===== src/gcn_pkg.sv =====
// ----------------------------------------------------------------------------
// gcn_pkg: shared types and codes for the grid cursor navigator
// Item structs for the event and result channels, key codes, register
// indexes and mode codes.
// ----------------------------------------------------------------------------
`default_nettype none

package gcn_pkg;

  // Grid geometry
  localparam int GRID_SIDE = 8;
  localparam int COORD_W   = 3;

  // Key event codes
  localparam logic [3:0] KIND_UP       = 4'd0;
  localparam logic [3:0] KIND_DOWN     = 4'd1;
  localparam logic [3:0] KIND_LEFT     = 4'd2;
  localparam logic [3:0] KIND_RIGHT    = 4'd3;
  localparam logic [3:0] KIND_SELECT   = 4'd4;
  localparam logic [3:0] KIND_RESELECT = 4'd5;
  localparam logic [3:0] KIND_ACTIVATE = 4'd6;
  localparam logic [3:0] KIND_APPLY    = 4'd7;
  localparam logic [3:0] KIND_PLACE    = 4'd8;

  // Configuration register indexes
  localparam logic [2:0] CFG_MODE    = 3'd0;
  localparam logic [2:0] CFG_LEFT    = 3'd1;
  localparam logic [2:0] CFG_RIGHT   = 3'd2;
  localparam logic [2:0] CFG_TOP     = 3'd3;
  localparam logic [2:0] CFG_BOTTOM  = 3'd4;
  localparam logic [2:0] CFG_WRAP    = 3'd5;
  localparam logic [2:0] CFG_JUMP    = 3'd6;
  localparam logic [2:0] CFG_BLOCKED = 3'd7;

  // Modes up to this one need activation
  localparam logic [2:0] MODE_LAST_ACT = 3'd2;

  // Selection behavior derived from the mode
  localparam logic [1:0] SK_SELDESEL = 2'd0;
  localparam logic [1:0] SK_SELECT   = 2'd1;
  localparam logic [1:0] SK_ON_MOVE  = 2'd2;
  localparam logic [1:0] SK_NONE     = 2'd3;

  typedef struct packed {
    logic [3:0]         kind;
    logic [COORD_W-1:0] target_x;
    logic [COORD_W-1:0] target_y;
  } in_item_t;

  typedef struct packed {
    logic [COORD_W-1:0] cursor_x;
    logic [COORD_W-1:0] cursor_y;
    logic [COORD_W-1:0] chosen_x;
    logic [COORD_W-1:0] chosen_y;
    logic               chosen_valid;
    logic               cursor_active;
    logic               cursor_moved;
  } out_item_t;

  // Selection state touched by a select
  typedef struct packed {
    logic [COORD_W-1:0] pick_x;
    logic [COORD_W-1:0] pick_y;
    logic               pick_flag;
    logic [COORD_W-1:0] prior_x;
    logic [COORD_W-1:0] prior_y;
    logic               prior_flag;
  } sel_state_t;

endpackage

`default_nettype wire


===== src/grid_cursor_navigator_core.sv =====
// ----------------------------------------------------------------------------
// grid_cursor_navigator_core: keypad cursor on a bounded 8x8 grid
// Takes one key event per item and returns the cursor, selection and
// activity state after it. Moves walk the box one cell per cycle.
// ----------------------------------------------------------------------------
//
//  channel  direction  handshake            payload
//  in_      input      in_valid / in_stall  in_data  (in_item_t)
//  out_     output     out_valid / out_stall out_data (out_item_t)
//  cfg_     input      cfg_valid / cfg_ready cfg_index, cfg_data
//
// Non-move items are accepted, then their result loads the result register.
// Move items with an active cursor first run the step unit: it visits one cell
// per step and ends a pass at the box edge, or at a wall unless jump is set;
// with wrap set, a second pass re-enters from the opposite edge.
// Reset clears cursor, selection and activity and loads register defaults.
// The output register lets a new item start while a result waits; a full
// register holds the sequencer in its last state, which stalls the input.
//
`default_nettype none

module grid_cursor_navigator_core
  import gcn_pkg::*;
(
  input  wire logic        clk,
  input  wire logic        rst_n,
  input  wire logic        in_valid,
  output logic             in_stall,
  input  wire in_item_t    in_data,
  output logic             out_valid,
  input  wire logic        out_stall,
  output out_item_t        out_data,
  input  wire logic        cfg_valid,
  output logic             cfg_ready,
  input  wire logic [2:0]  cfg_index,
  input  wire logic [63:0] cfg_data
);

  typedef enum logic [1:0] {S_IDLE, S_STEP, S_EMIT} state_t;

  state_t state_r, state_nxt;

  // Configuration registers
  logic [2:0]  mode_r, left_r, right_r, top_r, bottom_r;
  logic        wrap_r, jump_r;
  logic [63:0] blocked_r;

  // Navigator state
  logic [COORD_W-1:0] pos_x_r, pos_y_r, pos_x_nxt, pos_y_nxt;
  sel_state_t         sel_r, sel_nxt;
  logic               live_r, live_nxt;
  logic               moved_r, moved_nxt;

  // Result register
  logic               out_valid_r, out_valid_nxt;
  out_item_t          out_data_r, out_data_nxt;
  logic               load_out;

  // Step unit state
  logic signed [4:0] nx_r, ny_r, nx_nxt, ny_nxt;
  logic [1:0]        dir_r, dir_nxt;
  logic              pass_r, pass_nxt;

  // Derived box and mode
  logic [2:0]        xmin, xmax, ymin, ymax;
  logic [1:0]        sk;
  logic signed [4:0] dx, dy, cand_x, cand_y;
  logic signed [4:0] sxmin, sxmax, symin, symax;
  logic              cand_in_box, cand_blocked;
  logic              in_acc, out_acc;

  // Saturate an edge value to the grid
  function automatic logic [2:0] sat_edge(input logic [2:0] v);
    sat_edge = (v > 3'(GRID_SIDE - 1)) ? 3'(GRID_SIDE - 1) : v;
  endfunction

  // Map mode to selection behavior
  function automatic logic [1:0] sel_kind(input logic [2:0] m);
    logic [1:0] r;
    case (m)
      3'd0, 3'd4: r = SK_SELDESEL;
      3'd1, 3'd5: r = SK_SELECT;
      3'd2, 3'd3: r = SK_ON_MOVE;
      default:    r = SK_NONE;
    endcase
    sel_kind = r;
  endfunction

  // Select the cursor cell, or deselect it in select/deselect modes if it is the pick
  function automatic sel_state_t do_select(input sel_state_t s,
                                           input logic [2:0] px,
                                           input logic [2:0] py,
                                           input logic live,
                                           input logic [1:0] k);
    sel_state_t r;
    r = s;
    if (live && k != SK_NONE) begin
      if (k == SK_SELDESEL && s.pick_flag && s.pick_x == px && s.pick_y == py) begin
        r.pick_flag = 1'b0;
      end else begin
        r.pick_x     = px;
        r.pick_y     = py;
        r.pick_flag  = 1'b1;
        r.prior_x    = px;
        r.prior_y    = py;
        r.prior_flag = 1'b1;
      end
    end
    do_select = r;
  endfunction

  // Check that a target cell may take the cursor
  function automatic logic can_place(input logic [2:0] tx, input logic [2:0] ty,
                                     input logic [2:0] x0, input logic [2:0] x1,
                                     input logic [2:0] y0, input logic [2:0] y1,
                                     input logic [63:0] blk);
    can_place = (tx >= x0) && (tx <= x1) && (ty >= y0) && (ty <= y1) &&
                !blk[{ty, tx}];
  endfunction

  assign in_acc    = in_valid && !in_stall;
  assign out_acc   = out_valid && !out_stall;
  assign in_stall  = (state_r != S_IDLE);
  assign out_valid = out_valid_r;
  assign out_data  = out_data_r;
  assign cfg_ready = 1'b1;
  assign load_out  = (state_r == S_EMIT) && (!out_valid_r || !out_stall);

  // Order the box bounds
  always_comb begin
    logic [2:0] l, r, t, b;
    l = sat_edge(left_r);
    r = sat_edge(right_r);
    t = sat_edge(top_r);
    b = sat_edge(bottom_r);
    xmin = (l < r) ? l : r;
    xmax = (l < r) ? r : l;
    ymin = (t < b) ? t : b;
    ymax = (t < b) ? b : t;
  end

  assign sk    = sel_kind(mode_r);
  assign sxmin = $signed({2'b00, xmin});
  assign sxmax = $signed({2'b00, xmax});
  assign symin = $signed({2'b00, ymin});
  assign symax = $signed({2'b00, ymax});

  // Step unit: one cell per cycle in the stored direction
  always_comb begin
    dx = 5'sd0;
    dy = 5'sd0;
    case (dir_r)
      KIND_UP[1:0]:    dy = -5'sd1;
      KIND_DOWN[1:0]:  dy = 5'sd1;
      KIND_LEFT[1:0]:  dx = -5'sd1;
      KIND_RIGHT[1:0]: dx = 5'sd1;
      default:         dx = 5'sd0;
    endcase
  end

  assign cand_x       = nx_r + dx;
  assign cand_y       = ny_r + dy;
  assign cand_in_box  = (cand_x >= sxmin) && (cand_x <= sxmax) &&
                        (cand_y >= symin) && (cand_y <= symax);
  assign cand_blocked = blocked_r[{cand_y[2:0], cand_x[2:0]}];

  // Sequencer next state
  always_comb begin
    logic       ok;
    logic [2:0] tx, ty;
    state_nxt = state_r;
    pos_x_nxt = pos_x_r;
    pos_y_nxt = pos_y_r;
    sel_nxt   = sel_r;
    live_nxt  = live_r;
    moved_nxt = moved_r;
    nx_nxt    = nx_r;
    ny_nxt    = ny_r;
    dir_nxt   = dir_r;
    pass_nxt  = pass_r;
    ok        = 1'b0;
    tx        = pos_x_r;
    ty        = pos_y_r;

    case (state_r)
      S_IDLE: begin
        if (in_acc) begin
          state_nxt = S_EMIT;
          moved_nxt = 1'b0;
          case (in_data.kind)
            KIND_UP, KIND_DOWN, KIND_LEFT, KIND_RIGHT: begin
              if (live_r) begin
                state_nxt = S_STEP;
                nx_nxt    = $signed({2'b00, pos_x_r});
                ny_nxt    = $signed({2'b00, pos_y_r});
                dir_nxt   = in_data.kind[1:0];
                pass_nxt  = 1'b0;
              end
            end
            KIND_SELECT: begin
              sel_nxt = do_select(sel_r, pos_x_r, pos_y_r, live_r, sk);
            end
            KIND_RESELECT: begin
              if (live_r) begin
                ok = can_place(sel_r.prior_x, sel_r.prior_y, xmin, xmax, ymin, ymax,
                               blocked_r);
                if (ok) begin
                  tx = sel_r.prior_x;
                  ty = sel_r.prior_y;
                end
                pos_x_nxt = tx;
                pos_y_nxt = ty;
                moved_nxt = (tx != pos_x_r) || (ty != pos_y_r);
                sel_nxt   = do_select(sel_r, tx, ty, live_r, sk);
              end
            end
            KIND_ACTIVATE: begin
              if (mode_r <= MODE_LAST_ACT) begin
                live_nxt = !live_r;
              end
            end
            KIND_APPLY: begin
              if (sk != SK_NONE) begin
                if (sk != SK_SELDESEL) begin
                  sel_nxt.pick_x    = pos_x_r;
                  sel_nxt.pick_y    = pos_y_r;
                  sel_nxt.pick_flag = 1'b1;
                end
                live_nxt = (mode_r > MODE_LAST_ACT);
              end
            end
            KIND_PLACE: begin
              ok = can_place(in_data.target_x, in_data.target_y, xmin, xmax, ymin, ymax,
                             blocked_r);
              if (ok) begin
                pos_x_nxt = in_data.target_x;
                pos_y_nxt = in_data.target_y;
                moved_nxt = (in_data.target_x != pos_x_r) ||
                            (in_data.target_y != pos_y_r);
                if (sk == SK_ON_MOVE) begin
                  sel_nxt = do_select(sel_r, in_data.target_x, in_data.target_y,
                                      live_r, sk);
                end
              end
            end
            default: begin
              moved_nxt = 1'b0;
            end
          endcase
        end
      end

      S_STEP: begin
        // Advance one cell; end the pass at the box edge, or at a wall unless jump is set
        logic end_pass;
        end_pass = 1'b0;
        if (cand_in_box) begin
          nx_nxt = cand_x;
          ny_nxt = cand_y;
          if (!cand_blocked) begin
            ok = 1'b1;
          end else if (!jump_r) begin
            end_pass = 1'b1;
          end
        end else begin
          end_pass = 1'b1;
        end

        if (ok) begin
          state_nxt = S_EMIT;
          pos_x_nxt = cand_x[2:0];
          pos_y_nxt = cand_y[2:0];
          moved_nxt = (cand_x[2:0] != pos_x_r) || (cand_y[2:0] != pos_y_r);
          if (sk == SK_ON_MOVE) begin
            sel_nxt = do_select(sel_r, cand_x[2:0], cand_y[2:0], live_r, sk);
          end
        end else if (end_pass) begin
          if (!wrap_r || pass_r) begin
            // Drop the move
            state_nxt = S_EMIT;
          end else begin
            // Re-enter from just outside the opposite edge
            pass_nxt = 1'b1;
            case (dir_r)
              KIND_UP[1:0]:    ny_nxt = symax + 5'sd1;
              KIND_DOWN[1:0]:  ny_nxt = symin - 5'sd1;
              KIND_LEFT[1:0]:  nx_nxt = sxmax + 5'sd1;
              KIND_RIGHT[1:0]: nx_nxt = sxmin - 5'sd1;
              default:         nx_nxt = nx_r;
            endcase
          end
        end
      end

      S_EMIT: begin
        if (load_out) begin
          state_nxt = S_IDLE;
        end
      end

      default: begin
        state_nxt = S_IDLE;
      end
    endcase
  end

  // Load the result item once the output register is free
  always_comb begin
    out_valid_nxt = out_valid_r;
    out_data_nxt  = out_data_r;
    if (out_acc) begin
      out_valid_nxt = 1'b0;
    end
    if (load_out) begin
      out_valid_nxt              = 1'b1;
      out_data_nxt.cursor_x      = pos_x_r;
      out_data_nxt.cursor_y      = pos_y_r;
      out_data_nxt.chosen_x      = sel_r.pick_x;
      out_data_nxt.chosen_y      = sel_r.pick_y;
      out_data_nxt.chosen_valid  = sel_r.pick_flag;
      out_data_nxt.cursor_active = live_r;
      out_data_nxt.cursor_moved  = moved_r;
    end
  end

  // Hold state, navigator registers, result register and step unit
  always_ff @(posedge clk) begin
    if (!rst_n) begin
      state_r     <= S_IDLE;
      pos_x_r     <= '0;
      pos_y_r     <= '0;
      sel_r       <= '0;
      live_r      <= 1'b0;
      moved_r     <= 1'b0;
      pass_r      <= 1'b0;
      out_valid_r <= 1'b0;
      out_data_r  <= '0;
    end else begin
      state_r     <= state_nxt;
      pos_x_r     <= pos_x_nxt;
      pos_y_r     <= pos_y_nxt;
      sel_r       <= sel_nxt;
      live_r      <= live_nxt;
      moved_r     <= moved_nxt;
      pass_r      <= pass_nxt;
      out_valid_r <= out_valid_nxt;
      out_data_r  <= out_data_nxt;
    end
    nx_r  <= nx_nxt;
    ny_r  <= ny_nxt;
    dir_r <= dir_nxt;
  end

  // Write configuration registers
  always_ff @(posedge clk) begin
    if (!rst_n) begin
      mode_r    <= 3'd0;
      left_r    <= 3'd0;
      right_r   <= 3'd2;
      top_r     <= 3'd0;
      bottom_r  <= 3'd2;
      wrap_r    <= 1'b0;
      jump_r    <= 1'b1;
      blocked_r <= '0;
    end else if (cfg_valid && cfg_ready) begin
      case (cfg_index)
        CFG_MODE:    mode_r    <= cfg_data[2:0];
        CFG_LEFT:    left_r    <= cfg_data[2:0];
        CFG_RIGHT:   right_r   <= cfg_data[2:0];
        CFG_TOP:     top_r     <= cfg_data[2:0];
        CFG_BOTTOM:  bottom_r  <= cfg_data[2:0];
        CFG_WRAP:    wrap_r    <= cfg_data[0];
        CFG_JUMP:    jump_r    <= cfg_data[0];
        CFG_BLOCKED: blocked_r <= cfg_data;
        default:     mode_r    <= mode_r;
      endcase
    end
  end

  // A stalled result holds until taken
  a_out_hold : assert property (@(posedge clk) disable iff (!rst_n)
    (out_valid && out_stall) |=> (out_valid && $stable(out_data)))
    else $error("pending result changed or dropped while stalled");

  // Only an active cursor walks the step unit
  a_step_needs_live : assert property (@(posedge clk) disable iff (!rst_n)
    (state_r == S_STEP) |-> live_r)
    else $error("step unit running while cursor inactive");

  // Cursor holds while the step unit walks
  a_pos_stable_in_step : assert property (@(posedge clk) disable iff (!rst_n)
    ((state_r == S_STEP) && $past(state_r == S_STEP)) |->
      ($stable(pos_x_r) && $stable(pos_y_r)))
    else $error("cursor changed in the middle of a move");

  // One result per item
  a_one_result : assert property (@(posedge clk) disable iff (!rst_n)
    (out_acc && !load_out) |=> !out_valid)
    else $error("result repeated after being taken");

endmodule

`default_nettype wire

===== config.mk =====
export PLATFORM = sky130hd
export DESIGN_NAME = grid_cursor_navigator_core
export DESIGN_NICKNAME = d
export VERILOG_FILES = /design/src/gcn_pkg.sv /design/src/grid_cursor_navigator_core.sv
export SDC_FILE = /design/constraint.sdc
export NUM_CORES = 1
export LEC_CHECK = 0
export BUFFER_PORTS_ARGS = -buffer_cell sky130_fd_sc_hd__buf_2
export CORE_MARGIN = 2
export CORE_UTILIZATION = 55
export CTS_BUF_LIST = sky130_fd_sc_hd__clkbuf_4 sky130_fd_sc_hd__clkbuf_8
export DETAILED_ROUTE_END_ITERATION = 8
export PLACE_DENSITY = 0.71
export REMOVE_ABC_BUFFERS = 1
export SYNTH_ARGS = -nofsm -noshare
export SYNTH_HDL_FRONTEND = slang
export SYNTH_SLANG_ARGS = --single-unit
export TNS_END_PERCENT = 5

===== constraint.sdc =====
create_clock -name clk -period 5.9 [get_ports clk]
set_clock_uncertainty 0.05 [all_clocks]
set_input_delay 0 -clock clk [delete_from_list [all_inputs] [get_ports clk]]
set_output_delay 0 -clock clk [all_outputs]
set_load 0.1 [all_outputs]

==> summary.md <==
## Timing
- 5.39 ns — Final min period
- 1.24 ns — transition time of the tightest slew-check pin
- 91.4% — Final period util
- 0 — max-slew violation count
- 16.4% — Slew Limit Headroom
- 0.507 ns — final setup margin
- 185 MHz — achievable frequency
- 0 ns — Setup TNS
- no — unrepaired setup endpoints after global routing
- 0 — final number of setup-violating endpoints
- 0 — final number of hold-violating endpoints

## Power
- 4.33 nW — standby leakage power
- 189 nW/um^2 — P per Cell Area
- 0.132 mV — peak supply drop
- 2.09 mW — Power, Total

## Critical path
- 6.26 ns — CP Data Required Time
- sel_r[5]$_SDFFE_PN0P_ — end of the worst register-to-register path
- 0.51 ns — internal reg-to-reg setup slack
- nor2_1 -> fa_1 -> buf_4 -> ha_1 -> nor2b_1 -> o21ai_0 -> a32oi_1 -> nor3_1 -> nand4_1 -> nor4_2 -> buf_4 -> nand2b_2 -> nand3_4 -> nor4_1 -> a22o_1 — CP cell instances
- reg2reg — WS Path Type
- sky130_fd_sc_hd__buf_4 — most repeated library cell on the critical path
- sky130_fd_sc_hd__fa_1 — Slowest-stage cell, CP
- 15 — r2r worst-path depth
- 17 — worst-path maximum fanout
- register — endpoint kind of the worst setup timing path
- dir_r[0]$_DFFE_PP_ — Reg2Reg Launch Point
- 1.22 ns — stage delay of the slowest cell on the critical path
- register — nature of the critical path startpoint
- simple AND/OR/NAND/NOR gates — category of cells accounting for the largest share of critical-path delay
- 2 — combined buffer and inverter count along the critical path
- 5.75 ns — data arrival time of the worst path

## Yosys
- sky130_fd_sc_hd__nand2_1 — most numerous cell in the Yosys netlist
- 15.9% — simple-gate share of the synthesized area
- 17.8% — post-synthesis compound-gate area fraction
- sky130_fd_sc_hd__dfxtp_1 — cell type with the highest aggregate area in the netlist
- 133 — post-synthesis register bit count
- 1049 — cells after synthesis
- 25.9% — area share of the largest cell type after synthesis
- sky130_fd_sc_hd__dfxtp_1 — most used flip-flop cell after synthesis
- 194 x sky130_fd_sc_hd__nand2_1, 128 x sky130_fd_sc_hd__a21oi_1, 121 x sky130_fd_sc_hd__dfxtp_1 — synth cell count leaders
- 18.9% — multiplexer share of the synthesized area
- 4.78% — Post-Synth XOR/XNOR Area
- 8.90 sq um — Mapped Avg Cell Area
- 12 — count of flip-flops with a built-in enable after synthesis
- 0% — proportion of synthesized flip-flops having asynchronous set or reset
- 29.8% — Seq/Total Area, Yosys
- 76 — count of different cell masters after synthesis
- 9340 sq um — area of the mapped netlist
- multiplexers — dominant combinational cell family by area after synthesis
- 0 — Ys Warns
- sky130_fd_sc_hd__dfxtp_1 26%, sky130_fd_sc_hd__mux4_2 14%, sky130_fd_sc_hd__nand2_1 7.8%, sky130_fd_sc_hd__a21oi_1 6.9%, sky130_fd_sc_hd__ha_1 6.4% — synth top area cells
- 7.08% — post-synthesis share of cell area spent on full adders, half adders and majority gates

## GRT
- 0 — total overflow reported by the global router
- 8146 — number of global-route vias before repair
- 42700 um — first-pass GRT wire length
- 30.1% — global-route usage over all layers
- 0 — number of antenna violations at the first check in global routing
- 68 — pin count of the biggest net entering global routing

## Cells and area
- 18.4% — synthesis-to-finish area growth
- 19.5% — share of post-route cells with drive strength above 1
- 1305 — layout net count
- 66.7% — core occupancy in the finished layout
- 0 — antenna diode instance count

## Min path
- live_r$_SDFFE_PN0P_ — endpoint of the worst hold-timing path
- in2reg — class of the tightest hold or removal check
- in_data[8] — startpoint of the worst hold path
- 6 — worst hold path stage count

## Clocking
- 17 — clock buffers created by TritonCTS
- 4 — number of H-tree branching levels
- 133 — number of clock sinks
- 0.47 ns — clock insertion delay at the later pin of the skew report
- 0.08 ns — clock-pin slew reported for the worst setup and hold paths after clock tree synthesis
- built — TritonCTS clock tree
- 0 — post-cts sizing count
- 2 — Bufs on Longest Clock Path
- sky130_fd_sc_hd__clkbuf_8 — CTS Root Cell

## Floorplan
- 16600 sq um — area of the placeable core
- 134 um — height of the chip
- 56.3% — effective utilization at floorplan
- 134 um — horizontal extent of the die
- 18000 sq um — floorplan die area
- 100 — Ports
- 47 — floorplan row count

## Route
- 0 — Post-route DRC
- 730 — initial DRC count
- 6.00 — Via-to-Cell Ratio
- 5 — first-pass iteration count of the detailed router
- 26100 um — total detailed-routing wirelength
- 8442 — Via Count
- 18.5 um — post-detailed-route wirelength per cell
- 0 — remaining antenna violation count after routing

## Placement
- 98 — Port-buffer cells
- 17900 um — detailed placement HPWL
- 0.629 ns — post-place setup slack
- 0.905 — RePlAce Congestion

## Flow run
- 0 — Max Cap Violations

## Run status
- finished clean — result of the run

## worst register-to-register path, cell delays in order (launching register included)
cell	delay, ns
sky130_fd_sc_hd__edfxtp_1	0.70
sky130_fd_sc_hd__nor2_1	0.29
sky130_fd_sc_hd__fa_1	1.22
sky130_fd_sc_hd__buf_4	0.34
sky130_fd_sc_hd__ha_1	0.27
sky130_fd_sc_hd__nor2b_1	0.13
sky130_fd_sc_hd__o21ai_0	0.14
sky130_fd_sc_hd__a32oi_1	0.10
sky130_fd_sc_hd__nor3_1	0.21
sky130_fd_sc_hd__nand4_1	0.18
sky130_fd_sc_hd__nor4_2	0.27
sky130_fd_sc_hd__buf_4	0.18
sky130_fd_sc_hd__nand2b_2	0.26
sky130_fd_sc_hd__nand3_4	0.19
sky130_fd_sc_hd__nor4_1	0.60
sky130_fd_sc_hd__a22o_1	0.21
## metal layers
metal / vias to the layer above / track usage, % / part of all wire [%]
met5: - / 0 / 0
met4: 0 / 11.8 / 2.3
li1: 4036 / - / -
met3: 51 / 6.08 / 7.1
met1: 4021 / 40.5 / 43
met2: 334 / 47.9 / 48
## kinds of logic after synthesis
kind of cell	Yosys count
multiplexers	103
buffers and inverters	132
XOR/XNOR	51
AND/OR/NAND/NOR	332
adder cells (fa/ha/maj)	52
AO/OA/AOI/OAI	245
other	1
flip-flops	133
## sequential cells by signal, indices dropped and copies added, names as in the netlist
| signal | cells |
|---|---|
| top_r | 3 |
| out_data | 15 |
| live_r | 1 |
| right_r | 3 |
| mode_r | 3 |
| bottom_r | 3 |
| ny_r | 5 |
| moved_r | 1 |
| left_r | 3 |
| state_r | 2 |
| sel_r | 13 |
| pos_x_r | 3 |
| dir_r | 2 |
| blocked_r | 64 |
| pass_r | 1 |
| wrap_r | 1 |
| nx_r | 5 |
| jump_r | 1 |
| out_valid | 1 |
| pos_y_r | 3 |
## layout make-up
type / count / area (sq um)
Clock buffer: 22 / 284
Clock inverter: 10 / 121
Fill cell: 1369 / 5530
Inverter: 46 / 174
Multi-Input combinational cell: 784 / 6030
Sequential cell: 133 / 2780
Tap cell: 220 / 275
Timing Repair Buffer: 191 / 1380
## report_power, final
group | internal [mW] | total, mW | switching [mW]
clock | 0.415 | 0.796 | 0.381
combinational | 0.156 | 0.342 | 0.186
sequential | 0.927 | 0.954 | 0.0272
## cells in the final DEF (no fill, tap or decap), types with 9 or more instances in the layout
master	count
sky130_fd_sc_hd__nor2b_1	9
sky130_fd_sc_hd__nor3_1	19
sky130_fd_sc_hd__xnor2_1	25
sky130_fd_sc_hd__dlygate4sd3_1	78
sky130_fd_sc_hd__o21ai_0	22
sky130_fd_sc_hd__clkbuf_8	19
sky130_fd_sc_hd__nand2_1	194
sky130_fd_sc_hd__a31oi_1	11
sky130_fd_sc_hd__mux2i_1	39
sky130_fd_sc_hd__ha_1	48
sky130_fd_sc_hd__edfxtp_1	12
sky130_fd_sc_hd__nand3_1	9
sky130_fd_sc_hd__a21oi_1	128
sky130_fd_sc_hd__mux4_2	58
sky130_fd_sc_hd__a211oi_1	10
sky130_fd_sc_hd__dfxtp_1	121
sky130_fd_sc_hd__nand2b_1	12
sky130_fd_sc_hd__buf_4	15
sky130_fd_sc_hd__nor2_1	47
sky130_fd_sc_hd__inv_1	45
sky130_fd_sc_hd__buf_2	98
sky130_fd_sc_hd__xor2_1	26
## stage by stage
stage / std cells / hold WS, ns / area, sq um
floorplan: 963 / 0.0119 / 8980
global placement: 1296 / 0.191 / 9870
detailed placement: 1296 / 0.196 / 9870
CTS: 1406 / 0.119 / 11100
global route: 1406 / 0.162 / 11100
finish: 1406 / 0.145 / 11100
## repair_timing
item	4_1_cts	5_1_grt
endpoints found under the hold margin	96	0
buffers inserted	0	0
hold buffers	78	0
## how the worst max path moves through the flow
stage,from,to,slack [ns],cells after the start
after floorplan,dir_r[0]$_DFFE_PP_,nx_r[0]$_DFFE_PP_,1.01,13
after global placement,dir_r[0]$_DFFE_PP_,sel_r[5]$_SDFFE_PN0P_,0.67,13
after detailed placement,dir_r[0]$_DFFE_PP_,sel_r[5]$_SDFFE_PN0P_,0.63,15
after CTS,dir_r[0]$_DFFE_PP_,sel_r[5]$_SDFFE_PN0P_,0.58,15
after global routing,dir_r[0]$_DFFE_PP_,sel_r[5]$_SDFFE_PN0P_,0.20,15
final,dir_r[0]$_DFFE_PP_,sel_r[5]$_SDFFE_PN0P_,0.51,15
Note: power is estimated with default switching activity, not from simulation.
